<file path="src/hw/rtl/bfre_pkg.sv">
`default_nettype none

package bfre_pkg;

  // Bitmap geometry.
  localparam int TABLE_BYTES = 496;
  localparam int IDX_W       = 12;
  localparam int BYTE_IDX_W  = IDX_W - 3;
  localparam int LEN_W       = 12;
  localparam int MAX_RES     = 4;
  localparam int CNT_W       = 3;
  localparam int PTR_W       = 2;

  // Field widths.
  localparam int MAP_W    = 8;
  localparam int OFFS_W   = 63;
  localparam int BYTES_W  = 21;
  localparam int OUT_DATA_W = 88;

  // Block size shifts and the page-mode start adjustment.
  localparam int DATA_SHIFT = 6;
  localparam int PAGE_SHIFT = 9;
  localparam logic [OFFS_W-1:0] PAGE_ADJ = OFFS_W'(64'h200);

  localparam logic [LEN_W-1:0] LEN_MAX = {LEN_W{1'b1}};
  localparam logic [BYTE_IDX_W-1:0] LAST_BYTE_IDX = BYTE_IDX_W'(TABLE_BYTES - 1);

  // Configuration register indexes.
  localparam int CFG_ADDR_W = 1;
  localparam logic [CFG_ADDR_W-1:0] REG_PAGE_MODE   = 1'b0;
  localparam logic [CFG_ADDR_W-1:0] REG_BASE_OFFSET = 1'b1;

  // One extent in block units, before conversion to bytes.
  typedef struct packed {
    logic [IDX_W-1:0] start;
    logic [LEN_W-1:0] len;
    logic             valid;
    logic             done;
  } res_t;

  // The results, up to MAX_RES, caused by one bitmap byte.
  typedef struct packed {
    res_t [MAX_RES-1:0] res;
    logic [CNT_W-1:0]   cnt;
  } grp_t;

endpackage

`default_nettype wire

</file>
<file path="src/hw/rtl/bfre_scan.sv">
`default_nettype none

module bfre_scan
  import bfre_pkg::*;
(
  input  wire logic             clk,
  input  wire logic             rst_n,
  input  wire logic             in_tvalid,
  output logic                  in_tready,
  input  wire logic [MAP_W-1:0] in_tdata,
  input  wire logic             in_tlast,
  output grp_t                  grp_o,
  output logic                  grp_valid_o,
  input  wire logic             grp_ready_i
);

  logic             inreg_valid_r;
  logic [MAP_W-1:0] byte_r;
  logic             last_r;
  logic [IDX_W-1:0] blk_idx_r, blk_idx_nxt;
  logic [IDX_W-1:0] run_start_r, run_start_nxt;
  logic [LEN_W-1:0] run_len_r, run_len_nxt;
  logic             take;
  grp_t             grp;

  // Walk the eight bits MSB first, closing runs as one bits arrive.
  always_comb begin
    logic [CNT_W-1:0] n;
    logic             is_final;
    blk_idx_nxt   = blk_idx_r;
    run_start_nxt = run_start_r;
    run_len_nxt   = run_len_r;
    n             = '0;
    grp           = '0;
    is_final      = last_r || (blk_idx_r[IDX_W-1:3] == LAST_BYTE_IDX);
    for (int b = MAP_W - 1; b >= 0; b--) begin
      if (!byte_r[b]) begin
        if (run_len_nxt == '0) begin
          run_start_nxt = blk_idx_nxt;
        end
        if (run_len_nxt != LEN_MAX) begin
          run_len_nxt = run_len_nxt + 1'b1;
        end
      end else if (run_len_nxt != '0) begin
        if (n < CNT_W'(MAX_RES)) begin
          grp.res[n[PTR_W-1:0]].start = run_start_nxt;
          grp.res[n[PTR_W-1:0]].len   = run_len_nxt;
          grp.res[n[PTR_W-1:0]].valid = 1'b1;
          n = n + 1'b1;
        end
        run_len_nxt = '0;
      end
      blk_idx_nxt = blk_idx_nxt + 1'b1;
    end
    // The final byte flushes the open run and always yields a done result.
    if (is_final) begin
      if (run_len_nxt != '0 && n < CNT_W'(MAX_RES)) begin
        grp.res[n[PTR_W-1:0]].start = run_start_nxt;
        grp.res[n[PTR_W-1:0]].len   = run_len_nxt;
        grp.res[n[PTR_W-1:0]].valid = 1'b1;
        n = n + 1'b1;
      end
      if (n == '0) begin
        n = CNT_W'(1);
      end
      grp.res[PTR_W'(n - 1'b1)].done = 1'b1;
      blk_idx_nxt   = '0;
      run_start_nxt = '0;
      run_len_nxt   = '0;
    end
    grp.cnt = n;
  end

  // A byte with no result leaves without waiting for the drain side.
  assign take        = inreg_valid_r && ((grp.cnt == '0) || grp_ready_i);
  assign in_tready   = !inreg_valid_r || take;
  assign grp_valid_o = inreg_valid_r && (grp.cnt != '0);
  assign grp_o       = grp;

  // Input register and scan state.
  always_ff @(posedge clk) begin
    if (!rst_n) begin
      inreg_valid_r <= 1'b0;
      blk_idx_r     <= '0;
      run_start_r   <= '0;
      run_len_r     <= '0;
    end else begin
      if (take) begin
        blk_idx_r   <= blk_idx_nxt;
        run_start_r <= run_start_nxt;
        run_len_r   <= run_len_nxt;
      end
      if (in_tready) begin
        inreg_valid_r <= in_tvalid;
      end
    end
  end

  always_ff @(posedge clk) begin
    if (in_tvalid && in_tready) begin
      byte_r <= in_tdata;
      last_r <= in_tlast;
    end
  end

endmodule

`default_nettype wire

</file>
<file path="src/hw/rtl/bfre_drain.sv">
`default_nettype none

module bfre_drain
  import bfre_pkg::*;
(
  input  wire logic                  clk,
  input  wire logic                  rst_n,
  input  wire logic                  page_mode_i,
  input  wire logic [OFFS_W-1:0]     base_adj_i,
  input  wire grp_t                  grp_i,
  input  wire logic                  grp_valid_i,
  output logic                       grp_ready_o,
  output logic                       out_tvalid,
  input  wire logic                  out_tready,
  output logic [OUT_DATA_W-1:0]      out_tdata,
  output logic                       out_tuser,
  output logic                       out_tlast
);

  grp_t               grp_r;
  logic               gv_r;
  logic [PTR_W-1:0]   ptr_r;
  logic               out_valid_r;
  logic [OFFS_W-1:0]  offs_r, offs_nxt;
  logic [BYTES_W-1:0] bytes_r, bytes_nxt;
  logic               rv_r;
  logic               done_r;
  logic               pop;
  logic               last_slot;
  res_t               head;

  assign head        = grp_r.res[ptr_r];
  assign pop         = gv_r && (!out_valid_r || out_tready);
  assign last_slot   = (ptr_r == PTR_W'(grp_r.cnt - 1'b1));
  assign grp_ready_o = !gv_r || (pop && last_slot);

  // Convert the head extent from blocks to bytes.
  always_comb begin
    offs_nxt  = '0;
    bytes_nxt = '0;
    if (head.valid) begin
      if (page_mode_i) begin
        offs_nxt  = base_adj_i + OFFS_W'({head.start, {PAGE_SHIFT{1'b0}}});
        bytes_nxt = BYTES_W'({head.len, {PAGE_SHIFT{1'b0}}});
      end else begin
        offs_nxt  = base_adj_i + OFFS_W'({head.start, {DATA_SHIFT{1'b0}}});
        bytes_nxt = BYTES_W'({head.len, {DATA_SHIFT{1'b0}}});
      end
    end
  end

  // Group buffer and output register control.
  always_ff @(posedge clk) begin
    if (!rst_n) begin
      gv_r        <= 1'b0;
      ptr_r       <= '0;
      out_valid_r <= 1'b0;
    end else begin
      if (pop) begin
        out_valid_r <= 1'b1;
      end else if (out_tready) begin
        out_valid_r <= 1'b0;
      end
      if (grp_valid_i && grp_ready_o) begin
        gv_r  <= 1'b1;
        ptr_r <= '0;
      end else if (pop) begin
        if (last_slot) begin
          gv_r <= 1'b0;
        end
        ptr_r <= ptr_r + 1'b1;
      end
    end
  end

  // Payload registers.
  always_ff @(posedge clk) begin
    if (grp_valid_i && grp_ready_o) begin
      grp_r <= grp_i;
    end
    if (pop) begin
      offs_r  <= offs_nxt;
      bytes_r <= bytes_nxt;
      rv_r    <= head.valid;
      done_r  <= head.done;
    end
  end

  assign out_tvalid = out_valid_r;
  assign out_tdata  = OUT_DATA_W'({bytes_r, offs_r});
  assign out_tuser  = rv_r;
  assign out_tlast  = done_r;

endmodule

`default_nettype wire

</file>
<file path="src/hw/rtl/bitmap_free_run_extractor_top.sv">
// Channel   Dir  Data                                         Side bits
// in_       in   tdata[7:0] map_byte                          tlast last_byte
// out_      out  tdata[62:0] run_offset, [83:63] run_bytes    tuser run_valid, tlast done_res
// cfg_      in   index 0 page_mode, index 1 base_offset       wen, addr, wdata[62:0]
//
// One bitmap byte is accepted per cycle unless results stall; it is scanned while it sits
// in the input register. Results leave one per cycle from the output register while
// out_tready is high, so a byte with several extents holds back the next byte.
// A result passes the input register, the group buffer and the output register in turn.
// Reset is synchronous and clears the scan state and the channel valids.
// Output stalls back up through the group buffer into in_tready.
`default_nettype none

module bitmap_free_run_extractor_top
  import bfre_pkg::*;
(
  input  wire logic                  clk,
  input  wire logic                  rst_n,
  input  wire logic                  in_tvalid,
  output logic                       in_tready,
  input  wire logic [MAP_W-1:0]      in_tdata,   // [7:0] map_byte
  input  wire logic                  in_tlast,
  output logic                       out_tvalid,
  input  wire logic                  out_tready,
  output logic [OUT_DATA_W-1:0]      out_tdata,  // [62:0] run_offset, [83:63] run_bytes
  output logic                       out_tuser,  // [0] run_valid
  output logic                       out_tlast,
  input  wire logic                  cfg_wen,
  input  wire logic [CFG_ADDR_W-1:0] cfg_addr,
  input  wire logic [OFFS_W-1:0]     cfg_wdata
);

  logic              page_mode_r, page_mode_nxt;
  logic [OFFS_W-1:0] base_r, base_nxt;
  logic [OFFS_W-1:0] base_adj_r;
  grp_t              grp;
  logic              grp_valid;
  logic              grp_ready;

  // Register writes; the adjusted start base is kept ready alongside.
  always_comb begin
    page_mode_nxt = page_mode_r;
    base_nxt      = base_r;
    if (cfg_wen) begin
      case (cfg_addr)
        REG_PAGE_MODE:   page_mode_nxt = cfg_wdata[0];
        REG_BASE_OFFSET: base_nxt      = cfg_wdata;
        default:         ;
      endcase
    end
  end

  always_ff @(posedge clk) begin
    if (!rst_n) begin
      page_mode_r <= 1'b0;
      base_r      <= '0;
      base_adj_r  <= '0;
    end else begin
      page_mode_r <= page_mode_nxt;
      base_r      <= base_nxt;
      base_adj_r  <= page_mode_nxt ? (base_nxt - PAGE_ADJ) : base_nxt;
    end
  end

  bfre_scan u_scan (
    .clk         (clk),
    .rst_n       (rst_n),
    .in_tvalid   (in_tvalid),
    .in_tready   (in_tready),
    .in_tdata    (in_tdata),
    .in_tlast    (in_tlast),
    .grp_o       (grp),
    .grp_valid_o (grp_valid),
    .grp_ready_i (grp_ready)
  );

  bfre_drain u_drain (
    .clk         (clk),
    .rst_n       (rst_n),
    .page_mode_i (page_mode_r),
    .base_adj_i  (base_adj_r),
    .grp_i       (grp),
    .grp_valid_i (grp_valid),
    .grp_ready_o (grp_ready),
    .out_tvalid  (out_tvalid),
    .out_tready  (out_tready),
    .out_tdata   (out_tdata),
    .out_tuser   (out_tuser),
    .out_tlast   (out_tlast)
  );

endmodule

`default_nettype wire

</file>
<file path="config.mk">
export PLATFORM = sky130hd
export DESIGN_NAME = bitmap_free_run_extractor_top
export DESIGN_NICKNAME = d
export VERILOG_FILES = /design/src/hw/rtl/bfre_pkg.sv /design/src/hw/rtl/bfre_scan.sv /design/src/hw/rtl/bfre_drain.sv /design/src/hw/rtl/bitmap_free_run_extractor_top.sv
export SDC_FILE = /design/constraint.sdc
export NUM_CORES = 1
export LEC_CHECK = 0
export BUFFER_PORTS_ARGS = -buffer_cell sky130_fd_sc_hd__buf_2
export CAP_MARGIN = 20
export CORE_MARGIN = 2
export CORE_UTILIZATION = 40
export CTS_CLUSTER_DIAMETER = 50
export CTS_CLUSTER_SIZE = 14
export DETAILED_ROUTE_END_ITERATION = 8
export PLACE_DENSITY = 0.63
export SYNTH_ARGS = -nofsm -noshare
export SYNTH_HDL_FRONTEND = slang
export SYNTH_SLANG_ARGS = --single-unit
export TNS_END_PERCENT = 50
</file>
<file path="constraint.sdc">
create_clock -name clk -period 42.5 [get_ports clk]
set_input_delay 4.25 -clock clk [delete_from_list [all_inputs] [get_ports clk]]
set_output_delay 4.25 -clock clk [all_outputs]
set_load 0.01 [all_outputs]
</file>
Word level (Yosys, flattened, before mapping):

Cells that the tools add are included.

* RAM bits: 0
* logic and storage cells: 341
* bits in latches: 0
* memory bits (read-only): 0
* output and inout port bits: 92
* memories: 0
* register bits: 369

* mux-type cells: 186
* reduce and logical (&&, ||, !) cells: 51
* $mul: 0
* eq/ne operators: 10
* shift-type cells: 0
* div/mod/pow operators: 0
* add/subtract/negate cells: 30
* magnitude comparators: 27
* bitwise operators: 2

Operators by type and width (number)
* 104-bit bitwise mux: 25
* 104-bit 2-to-1 mux: 24
* 26-bit demux with 2-bit select: 25
* 12-bit 2-to-1 mux: 43
* 63-bit 2-to-1 mux: 4
* 26-bit 2-to-1 mux: 9
* 12-bit by 1-bit adder with 12-bit output, second input constant: 16
* 14-bit 2-to-1 mux: 8
* 12-bit nonzero test: 9
* 12-bit logical NOT: 8
* 12-bit inequality test, second input constant: 8
* 3-bit 2-to-1 mux: 27
* 63-bit by 18-bit adder with 63-bit output: 1
* 63-bit by 21-bit adder with 63-bit output: 1
* 63-bit by 10-bit subtractor with 63-bit output, second input constant: 1
* 26-bit binary-select mux with 2-bit select: 1
* 25-bit 2-to-1 mux: 2
* 2-bit by 3-bit less-than comparator with 1-bit output, second input constant: 10
* 3-bit by 1-bit adder with 3-bit output, second input constant: 8
* 3-bit less-than comparator, second input constant: 8
* 2-bit by 1-bit greater-or-equal comparator with 1-bit output, second input constant: 9
* 18-bit 2-to-1 mux: 1
* 1-bit logical AND: 16
* 2-bit 2-to-1 mux: 8
* 13 further kinds: 34

Depth between registers and ports, before layout:

* depth after elaboration: 56
* gate-level depth with buffers: 69

Modules after synthesis:

Synthesis repeated with hierarchy kept, for this count alone.

* cell total of the unflattened synthesis: 3755
* area, all modules: 30808.3 um2

By module, submodules not included
* bfre_scan: area an instance 15451.1 um2, sequential area each 991.0 um2, cells each 2386, times used 1
* bfre_drain: area an instance 9512.9 um2, sequential area each 5665.4 um2, cells each 729, times used 1
* bitmap_free_run_extractor_top: area an instance 5844.4 um2, sequential area each 2362.3 um2, cells each 640, times used 1

Least setup slack after synthesis:

Ideal clock, no wire load.

* path kind: register to register
* start: register u_scan.run_len_r[0]
* end: register u_drain.grp_r[0] (netlist bit), enable pin
* arrival: 17.493 ns
* cell stages (with the launch flop): 64
* setup time: 0.572 ns
* data required time: 41.928 ns
* path slack: 24.436 ns
* path through: dfxtp_1 > clkbuf_1 > inv_1 > ha_1 > or4b_1 > nor3_1 > mux2i_1 > o21a_1 > inv_1 > ha_1 > o2111ai_1 > or3_1 > buf_2 > nor3_2 > nor2_1 > o32a_1 > clkinv_1 > ha_1 > (+28 left out) > o21ai_1 > ha_1 > and3_1 > clkbuf_1 > nand3_1 > or3_1 > xnor2_1 > o21ai_1 > inv_1 > ha_1 > nand3_1 > o41ai_1 > a21oi_2 > xnor2_1 > inv_2 > nand4b_1 > nand2_1 > nor2_1

* cells in the longest elaborated chain, start to end: 42
* elaborated cells on any way between the ends: 98

RTL lines
* start: declaration: line bfre_scan.sv:22 `logic [LEN_W-1:0] run_len_r, run_len_nxt;`
* start signal: assignment: line bfre_scan.sv:91 `run_len_r <= run_len_nxt;`
* parallel branches: the longest is 38 deep, another holds 12-bit by 1-bit adder with 12-bit output
* 3-bit 2-to-1 mux *: line bfre_scan.sv:56 `if (is_final) begin`
* 3-bit nonzero test *: line bfre_scan.sv:77 `assign grp_valid_o = inreg_valid_r && (grp.cnt != '0);`
* 1-bit logical AND *: line bfre_scan.sv:77
* 1-bit logical AND *: line bfre_drain.sv:78 `if (grp_valid_i && grp_ready_o) begin`
* end signal: assignment: line bfre_drain.sv:79 `grp_r <= grp_i;`
* end: declaration: line bfre_drain.sv:20 `grp_t grp_r;`

Every way passes the cells marked *. The select of a mux whose other input is x is not followed.
A chain may end at the register's enable or synchronous reset.

Worst setup path in the final report:

* start: register u_scan.run_len_r[1]
* end: output port in_tready

* cells in the longest elaborated chain, start to end: 43
* elaborated cells on any way between the ends: 99

RTL lines
* parallel branches: the longest is 38 deep, another holds 12-bit by 1-bit adder with 12-bit output
* 3-bit 2-to-1 mux *: line bfre_scan.sv:56
* 3-bit logical NOT *: line bfre_scan.sv:75 `assign take = inreg_valid_r && ((grp.cnt == '0) || grp_ready_i);`
* 1-bit logical OR *: line bfre_scan.sv:75
* 1-bit logical AND *: line bfre_scan.sv:75
* 1-bit logical OR *: line bfre_scan.sv:76 `assign in_tready = !inreg_valid_r || take;`
* end: declaration: line bitmap_free_run_extractor_top.sv:20 `output logic in_tready,`

Marked as above.

==> results.sh <==
export IMPL_syn2layout_area_growth_pct=11.2
export IMPL_final_util=0.447
export IMPL_multi_input_area_um2=19400
export IMPL_drc=0
export IMPL_cp_start_kind="register"
export IMPL_post_cts_buffers=0
export IMPL_slew_headroom=0.230
export IMPL_async_flop_share=0
export IMPL_ys_ff_latch=353
export IMPL_power_leakage_nw=11.8
export IMPL_rr_startpoint="u_scan.run_len_r[1]$_SDFFE_PN0P_"
export IMPL_drive_gt1_frac=0.115
export IMPL_rsz0062_at_grt="no"
export IMPL_grt_max_degree=93
export IMPL_cts_clk_slew_worst_paths_ps=60
export IMPL_path_max_fanout=13
export IMPL_postSynthCellCount=3625
export IMPL_overflow=0
export IMPL_port_buffers=159
export IMPL_mostFrequentLayoutCell="nand2_1"
export IMPL_start_util=0.402
export IMPL_hold_violations=0
export IMPL_min_delay_start="base_r[5]$_SDFFE_PN0P_"
export IMPL_ys_seq_area_frac=0.303
export IMPL_layout_common_cells="nand2_1, nor2_1, a21oi_1"
export IMPL_finalSetupTns_ps=0
export IMPL_critPathKind="register to output port"
export IMPL_cp_arrival_ps=18010
export IMPL_netlist_area_um2=29800
export IMPL_ys_flop_type="edfxtp_1"
export IMPL_cpMostUsedCell="ha_1"
export IMPL_die_w_um=277
export IMPL_dp_hpwl_um=80400
export IMPL_critPathTopFamily="simple AND/OR/NAND/NOR gates"
export IMPL_final_cells=4655
export IMPL_drt_iter0_drc=3268
export IMPL_antenna_left=0
export IMPL_cpPeakStageDelay_ps=740
export IMPL_fillers=7448
export IMPL_end_kind="output port"
export IMPL_slew_violations=0
export IMPL_grt_pass1_vias=27700
export IMPL_critical_path_slowest_cell="nor3_1"
export IMPL_finalWorstSetupSlack_ps=20240
export IMPL_fmax_mhz=44.9
export IMPL_power_density_nw_per_um2=52.0
export IMPL_yosys_warnings=0
export IMPL_coreArea_um2=74100
export IMPL_numCtsBuffers=51
export IMPL_diodes=0
export IMPL_hold_class="register to register"
export IMPL_tightest_slew_ps=1140
export IMPL_cts_tree="built"
export IMPL_synth_cell_type_count=112
export IMPL_fin_worst_skew_ps=63.1
export IMPL_period_needed_ps=22260
export IMPL_dr_pass1_iters=7
export IMPL_required_ps=38250
export IMPL_grtUsageTotal=0.274
export IMPL_grt_first_pass_wirelength_um=165000
export IMPL_io_pins=170
export IMPL_path_buf_inv=6
export IMPL_final_seq_area_um2=9020
export IMPL_dieArea_um2=76700
export IMPL_hold_buffers=0
export IMPL_drv_cap=0
export IMPL_status="complete, no violations"
export IMPL_pre_cts_ws_ps=21440
export IMPL_synth_edf_count=195
export IMPL_core_rowCount=100
export IMPL_die_y_um=277
export IMPL_cp_startpoint="u_scan.run_len_r[1]$_SDFFE_PN0P_"
export IMPL_cts_sinks=353
export IMPL_gp_congestion=1.01
export IMPL_period_share=0.524
export IMPL_antenna_found_initial=2
export IMPL_dp_cells=4554
export IMPL_vias=29500
export IMPL_post_cts_resized=0
export IMPL_htree_levels=2
export IMPL_layout_nets=3804
export IMPL_avgSynthCellArea_um2=8.22
export IMPL_vias_per_cell=6.34
export IMPL_clockBufferDepth=3
export IMPL_cts_root_buf="clkbuf_16"
export IMPL_detail_route_wl_per_cell_um=23.4
export IMPL_ir_drop_v=0.0000418
export IMPL_setup_violations_final=0
export IMPL_routed_wl_um=109000
export IMPL_clock_latency_ps=670
[where the power goes]
group / total, W / internal, W / switching (W)
clock network: 0.000451 / 0.000267 / 0.000183
logic: 0.000793 / 0.000263 / 0.000530
registers: 0.000478 / 0.000459 / 0.0000182
[registers in the layout (all words and copies together) (netlist names), 2 cells and up]
register            count
base_adj_r             54
u_drain.grp_r         106
u_drain.ptr_r           2
u_scan.run_start_r     12
base_r                 63
u_drain.offs_r         63
u_scan.run_len_r       12
u_drain.bytes_r        15
u_scan.blk_idx_r       11
u_scan.byte_r           8
[worst min-delay path, cell delays in order, from the launching register on]
cell and delay (ps):
dfxtp_1 300, nand2_1 40, a21boi_0 60
[synthesized netlist by cell type (67+ instances only)]
master    number  share of area
inv_1         83          0.010
nor2b_1       73          0.015
edfxtp_1     195           0.20
xnor2_1       92          0.027
o211ai_1     112          0.028
clkbuf_1     209          0.026
a211oi_1      75          0.019
nor3_1       107          0.018
dfxtp_1      158           0.11
o21ai_0      188          0.032
and3_1        67          0.014
xor2_1        77          0.023
nor2_1       307          0.039
nand3_1      138          0.023
a21oi_1      211          0.035
mux2i_1      167          0.056
and2_1        90          0.019
ha_1          81          0.034
nand2_1      344          0.043
[metal layers]
metal,global-route usage,wire [um],vias up
met5,0,15,-
met4,0.145,6380,2
met3,0.0400,8400,317
met1,0.349,43800,14100
li1,-,-,13700
met2,0.448,50300,1413
[logic make-up (layout without fill, tap and decap cells)]
family	count (synthesis)	after routing	share of synthesized area
mux	221	221	0.0860
flops	353	353	0.303
other cells	1	10	0.000126
buf+inv	353	405	0.0478
xor+xnor	169	169	0.0497
fa+ha+maj	83	83	0.0354
compound gates	1062	1062	0.243
simple gates	1383	1383	0.235
[through the flow]
| step | power, W | cell area (um2) | hold WS (ps) |
|---|---|---|---|
| 6_report | 0.00172 | 33100 | 462 |
| 4_1_cts | 0.00171 | 33100 | 467 |
| 2_1_floorplan | 0.00102 | 29800 | 439 |
| 5_1_grt | 0.00181 | 33100 | 506 |
| 3_5_place_dp | 0.00125 | 31200 | 459 |
| 3_3_place_gp | 0.00125 | 31200 | 450 |
[final timing paths]
| check | endpoint | slack (ps) | cells past startpoint |
|---|---|---|---|
| worst max-delay path | in_tready | 20240 | 56 |
| worst min-delay path | base_r[5]$_SDFFE_PN0P_ | 460 | 2 |
| worst max register to register | u_drain.grp_r[37]$_DFFE_PP_ | 23340 | 56 |
| worst min register to register | base_r[5]$_SDFFE_PN0P_ | 460 | 2 |
[cell type report]
type | count | area share
multi-input cells | 2928 | 0.587
flip-flops and latches | 353 | 0.272
clock buffers | 59 | 0.0397
repair buffers | 223 | 0.0393
well taps | 969 | 0.0366
clock inverters | 37 | 0.0155
inverters | 86 | 0.00975
Power figures use the tool's default switching activity.
